### src/sv/khsr_pkg.sv
`timescale 1ns / 1ps
`default_nettype none

package khsr_pkg;

    localparam int HASH_BITS = 12;
    localparam int OWNER_BITS = 8;

    localparam logic [15:0] CRC_POLY = 16'h1021;
    localparam logic [15:0] SLOT_MASK = 16'h0FFF;
    localparam logic [7:0] BRACE_OPEN = 8'h7B;
    localparam logic [7:0] BRACE_CLOSE = 8'h7D;

    typedef enum logic [1:0] {
        ACT_KEY    = 2'd0,
        ACT_ASSIGN = 2'd1,
        ACT_CLEAR  = 2'd2,
        ACT_NOP    = 2'd3
    } t_action;

    typedef enum logic [1:0] {
        PH_PRE  = 2'd0,
        PH_TAG  = 2'd1,
        PH_DONE = 2'd2
    } t_tag_phase;

    // one accepted key word toward the hash unit
    typedef struct packed {
        logic       step;
        logic [7:0] kbyte;
        logic       last;
    } t_key_step;

    // CRC16 XMODEM, one byte, MSB first
    function automatic logic [15:0] crc16_byte(input logic [15:0] crc, input logic [7:0] b);
        logic [15:0] c;
        c = crc ^ {b, 8'h00};
        for (int i = 0; i < 8; i++) begin
            c = c[15] ? ((c << 1) ^ CRC_POLY) : (c << 1);
        end
        return c;
    endfunction

endpackage

`default_nettype wire

### src/sv/khsr_hash.sv
`timescale 1ns / 1ps
`default_nettype none

module khsr_hash (
    input  wire logic                          i_clk,
    input  wire logic                          i_rst_n,
    input  wire khsr_pkg::t_key_step           i_key,
    output logic [khsr_pkg::HASH_BITS-1:0]     o_slot
);
    import khsr_pkg::*;

    logic [15:0] r_whole, n_whole;
    logic [15:0] r_tag, n_tag;
    logic        r_nonempty, n_nonempty;
    t_tag_phase  r_phase, n_phase;
    logic [15:0] pick;

    always_ff @(posedge i_clk) begin
        if (!i_rst_n) begin
            r_whole    <= '0;
            r_tag      <= '0;
            r_nonempty <= 1'b0;
            r_phase    <= PH_PRE;
        end else begin
            r_whole    <= n_whole;
            r_tag      <= n_tag;
            r_nonempty <= n_nonempty;
            r_phase    <= n_phase;
        end
    end

    always_comb begin
        n_whole    = r_whole;
        n_tag      = r_tag;
        n_nonempty = r_nonempty;
        n_phase    = r_phase;
        if (i_key.step) begin
            n_whole = crc16_byte(r_whole, i_key.kbyte);
            unique case (r_phase)
                PH_PRE: begin
                    if (i_key.kbyte == BRACE_OPEN) n_phase = PH_TAG;
                end
                PH_TAG: begin
                    if (i_key.kbyte == BRACE_CLOSE) begin
                        n_phase = PH_DONE;
                    end else begin
                        n_tag      = crc16_byte(r_tag, i_key.kbyte);
                        n_nonempty = 1'b1;
                    end
                end
                PH_DONE: begin
                end
                default: begin
                    n_phase = PH_PRE;
                end
            endcase
        end
        // tag wins only when closed and non-empty
        pick   = (n_phase == PH_DONE && n_nonempty) ? n_tag : n_whole;
        o_slot = HASH_BITS'(pick & SLOT_MASK);
        if (i_key.step && i_key.last) begin
            n_whole    = '0;
            n_tag      = '0;
            n_nonempty = 1'b0;
            n_phase    = PH_PRE;
        end
    end

endmodule

`default_nettype wire

### config.mk
export PLATFORM = sky130hd
export DESIGN_NAME = khsr_hash
export DESIGN_NICKNAME = d
export VERILOG_FILES = /design/src/sv/khsr_pkg.sv /design/src/sv/khsr_hash.sv
export SDC_FILE = /design/constraint.sdc
export NUM_CORES = 1
export LEC_CHECK = 0
export ABC_AREA = 1
export BUFFER_PORTS_ARGS = -buffer_cell sky130_fd_sc_hd__buf_2
export CORE_UTILIZATION = 55
export CTS_BUF_LIST = sky130_fd_sc_hd__clkbuf_4
export CTS_CLUSTER_SIZE = 8
export DETAILED_ROUTE_END_ITERATION = 16
export GPL_TIMING_DRIVEN = 0
export PLACE_DENSITY = 0.76
export SKIP_LAST_GASP = 1
export SYNTH_ARGS = -nofsm -noshare
export SYNTH_HDL_FRONTEND = slang
export SYNTH_SLANG_ARGS = --single-unit
### constraint.sdc
create_clock -name i_clk -period 1.3 [get_ports i_clk]
set_clock_uncertainty 0.05 [all_clocks]
set_input_delay 0.065 -clock i_clk [delete_from_list [all_inputs] [get_ports i_clk]]
set_output_delay 0.065 -clock i_clk [all_outputs]
set_load 0.05 [all_outputs]
==> impl_metrics.json <==
{
  "synth.distinct_cells": 25,
  "hold_viol": 0,
  "syn_nets": 436,
  "cp.arrival_ns": 1.93,
  "num_vias": 3004,
  "cp-end-kind": "output port",
  "post_dp_cell_area_sq_um": 2810,
  "drtIter0Drc": 284,
  "post-route-period-util_pct": 157,
  "synth-xor-area-share_pct": 3.65,
  "whs_ns": 0.0779,
  "fill_cells": 214,
  "final_antenna_net_count": 0,
  "cts_sinks": 35,
  "critPathLaunch": "r_phase[0]$_SDFF_PP0_",
  "finalSetupTns_ns": -10.27,
  "irDropWorstVdd_uv": 728,
  "final_layout_size_suffix_gt1_share_pct": 36.8,
  "crit_path_start_kind": "register",
  "numPortBuffers": 21,
  "wl_mm": 8.97,
  "cts.path.max_buffers": 2,
  "min_period_ns": 2.04,
  "place.gp.congestion": 0.856,
  "seq_area_frac_synth_pct": 29.2,
  "firstDrtPassIters": 6,
  "crit_end": "o_slot[10]",
  "die-area_sq_um": 4630,
  "row_count": 23,
  "drc": 0,
  "cts-buffers-inserted": 5,
  "wl_per_cell_microns": 16.9,
  "power.switching_mw": 1.11,
  "power_frac_comb_pct": 37.7,
  "setup_viol": 28,
  "r2r_end": "r_phase[1]$_SDFF_PP0_",
  "p_leak_nw": 1.75,
  "crit_top_cell": "buf_4",
  "synth_area_sq_um": 2400,
  "diodes": 0,
  "synth_compound_area_share_pct": 7.51,
  "slowest_delay_ns": 0.38,
  "worstPathMaxFanout": 7,
  "seq_power_share_pct": 40.5,
  "critPathSlowestCell": "dfxtp_4",
  "internal_power_mw": 1.70,
  "r2r_cells": 13,
  "grt_antenna_before_repair": 0,
  "ios": 24,
  "switching_share_pct": 39.5,
  "dp.cells": 495,
  "min_path_type": "input pin to register",
  "nNetsFinal": 494,
  "worstSkewPairLatency_ns": 0.35,
  "final_area_sq_um": 3590,
  "crit_type": "register to output port",
  "reg2reg_slack_ns": -0.70,
  "die_h_microns": 68.0,
  "cts.reportedPaths.clkPinSlew_ns": 0.11,
  "synth_top_family_by_area": "simple AND/OR/NAND/NOR gates",
  "synth-seq-cells": 35,
  "slew_violations": 0,
  "maxCapViolations": 0,
  "hold_depth": 4,
  "grtUsageTotal_pct": 34.0,
  "viasPerCell": 5.66,
  "relSlewSlack_pct": 54.1,
  "crit_chain": "nor3_1 > nand3_1 > nand3_4 > nor2_8 > buf_4 > buf_4 > o21ai_4 > buf_6",
  "fin_util_pct": 87.8,
  "synth_mux_area_share_pct": 0,
  "violations": "negative setup slack",
  "layout_setup_ws_ns": -0.744,
  "grt_max_degree": 11,
  "syn_avg_cell_area_sq_um": 5.66,
  "yosys.area_share.adder_pct": 0,
  "required_ns": 1.19,
  "ys_warn_count": 0,
  "syn_to_final_growth_pct": 49.5,
  "grt_pass1_vias": 2542,
  "core-area_sq_um": 4090,
  "dieWidth_microns": 68.0,
  "clkPwrFrac_pct": 21.8,
  "synthSimpleGateAreaFrac_pct": 49.4,
  "cts_max_level": 2,
  "grt_setup_unrepaired": "true",
  "initial_utilization_pct": 58.7,
  "place_hpwl_mm": 4.97,
  "root_buffer": "clkbuf_4",
  "status": "complete, but fails checks",
  "synthCells": 424,
  "cts_tree": "yes",
  "grt_overflow_total": 0,
  "grt_pass1_wl_mm": 11.4,
  "fmax_mhz": 489,
  "tightest_slew_ns": 0.689,
  "power_density_nw_per_um2": 785,
  "finalNonFillerCells": 531,
  "crit-reg2reg-launch": "r_phase[0]$_SDFF_PP0_"
}
==> placed cells by master, fill, tap and decap left out, types with 4 or more instances in the layout <==
| cell type | count |
|---|---|
| nand2_1 | 162 |
| nand2_2 | 44 |
| inv_1 | 42 |
| dfxtp_1 | 25 |
| buf_4 | 23 |
| nor2_1 | 18 |
| nand3_1 | 15 |
| nand2_4 | 13 |
| a21oi_1 | 13 |
| nand3_4 | 10 |
| buf_2 | 9 |
| buf_8 | 9 |
| dfxtp_2 | 9 |
| xor2_1 | 8 |
| buf_6 | 8 |
| nand2_8 | 6 |
| o21ai_2 | 6 |
| clkbuf_4 | 6 |
| clkbuf_1 | 5 |
| o21ai_0 | 5 |
| inv_2 | 5 |
| buf_12 | 5 |
| o21ai_1 | 4 |
| nand3_2 | 4 |
| o21ai_4 | 4 |
| and2_1 | 4 |
| a21oi_2 | 4 |
==> worst min path at each step <==
stage	start	end	slack, ns
detailed placement	i_key[9]	r_phase[1]$_SDFF_PP0_	0.43
global route	i_key[9]	r_phase[1]$_SDFF_PP0_	0.12
finish	i_key[9]	r_phase[1]$_SDFF_PP0_	0.08
CTS	i_key[9]	r_phase[1]$_SDFF_PP0_	0.06
floorplan	i_key[5]	r_phase[1]$_SDFF_PP0_	0.28
global placement	i_key[9]	r_phase[1]$_SDFF_PP0_	0.43
==> synthesized netlist by cell type, drive strengths merged <==
cell type / count / area (sq um)
nand2: 225 / 862
inv: 48 / 180
dfxtp: 35 / 701
nand3: 29 / 163
nor2: 22 / 111
o21ai: 19 / 95.1
a21oi: 17 / 85.1
xor2: 8 / 70.1
clkbuf: 6 / 22.5
buf: 5 / 42.5
and2: 4 / 25.0
or2: 3 / 18.8
xnor2: 2 / 17.5
nor3: 1 / 5.00
==> through the flow <==
step | power, mW | worst slack (ns)
global route | 2.91 | -0.814
CTS | 2.67 | -0.648
global placement | 1.95 | -0.570
finish | 2.81 | -0.744
floorplan | 1.78 | -0.167
detailed placement | 1.96 | -0.598
==> timing repair <==
action	4_1_cts	5_1_grt
setup endpoints to repair	25	43
buffers inserted	19	9
pin swaps	13	17
cloned	1	1
hold buffers	0	0
gates resized for setup	64	86
==> power by group through the flow <==
| stage | registers (mW) | clock network (mW) | logic [mW] |
|---|---|---|---|
| floorplan | 1.16 | 0 | 0.629 |
| global placement | 1.16 | 0 | 0.790 |
| detailed placement | 1.16 | 0 | 0.801 |
| CTS | 1.14 | 0.594 | 0.942 |
| global route | 1.15 | 0.632 | 1.13 |
| finish | 1.14 | 0.613 | 1.06 |
==> layer usage <==
metal / GRT usage, % / routed length, microns
met3: 4.00 / 604
met5: 0 / 0
met1: 41.0 / 3560
met2: 59.8 / 4300
met4: 14.8 / 499
==> sequential cells by signal, indices dropped and copies added, names as in the netlist <==
signal and cells:
r_phase 2, r_whole 16, r_tag 16, r_nonempty 1
==> cell families (layout without fill, tap and decap cells) <==
kind of cell,Yosys count,in the layout
buffers and inverters,59,116
DFF,35,35
AOI/OAI and AO/OA,36,36
and+or+nand+nor,284,284
xor gates and xnor gates,10,10
==> critical path: cells and delay by family (launching register included) <==
kind,cells,cell delay (ns)
and+or+nand+nor,4,0.60
buffers and inverters,3,0.45
DFF,1,0.38
AOI/OAI and AO/OA,1,0.15
==> layout make-up <==
| class | count | area, sq um | share of cell area, % |
|---|---|---|---|
| Clock buffer | 6 | 45.0 | 1.26 |
| Sequential cell | 35 | 716 | 20.0 |
| Buffer | 11 | 98.8 | 2.76 |
| Multi-Input combinational cell | 330 | 1960 | 54.6 |
| Tap cell | 50 | 62.6 | 1.74 |
| Timing Repair Buffer | 51 | 520 | 14.5 |
| Inverter | 48 | 185 | 5.16 |
Power figures use the tool's default switching activity.
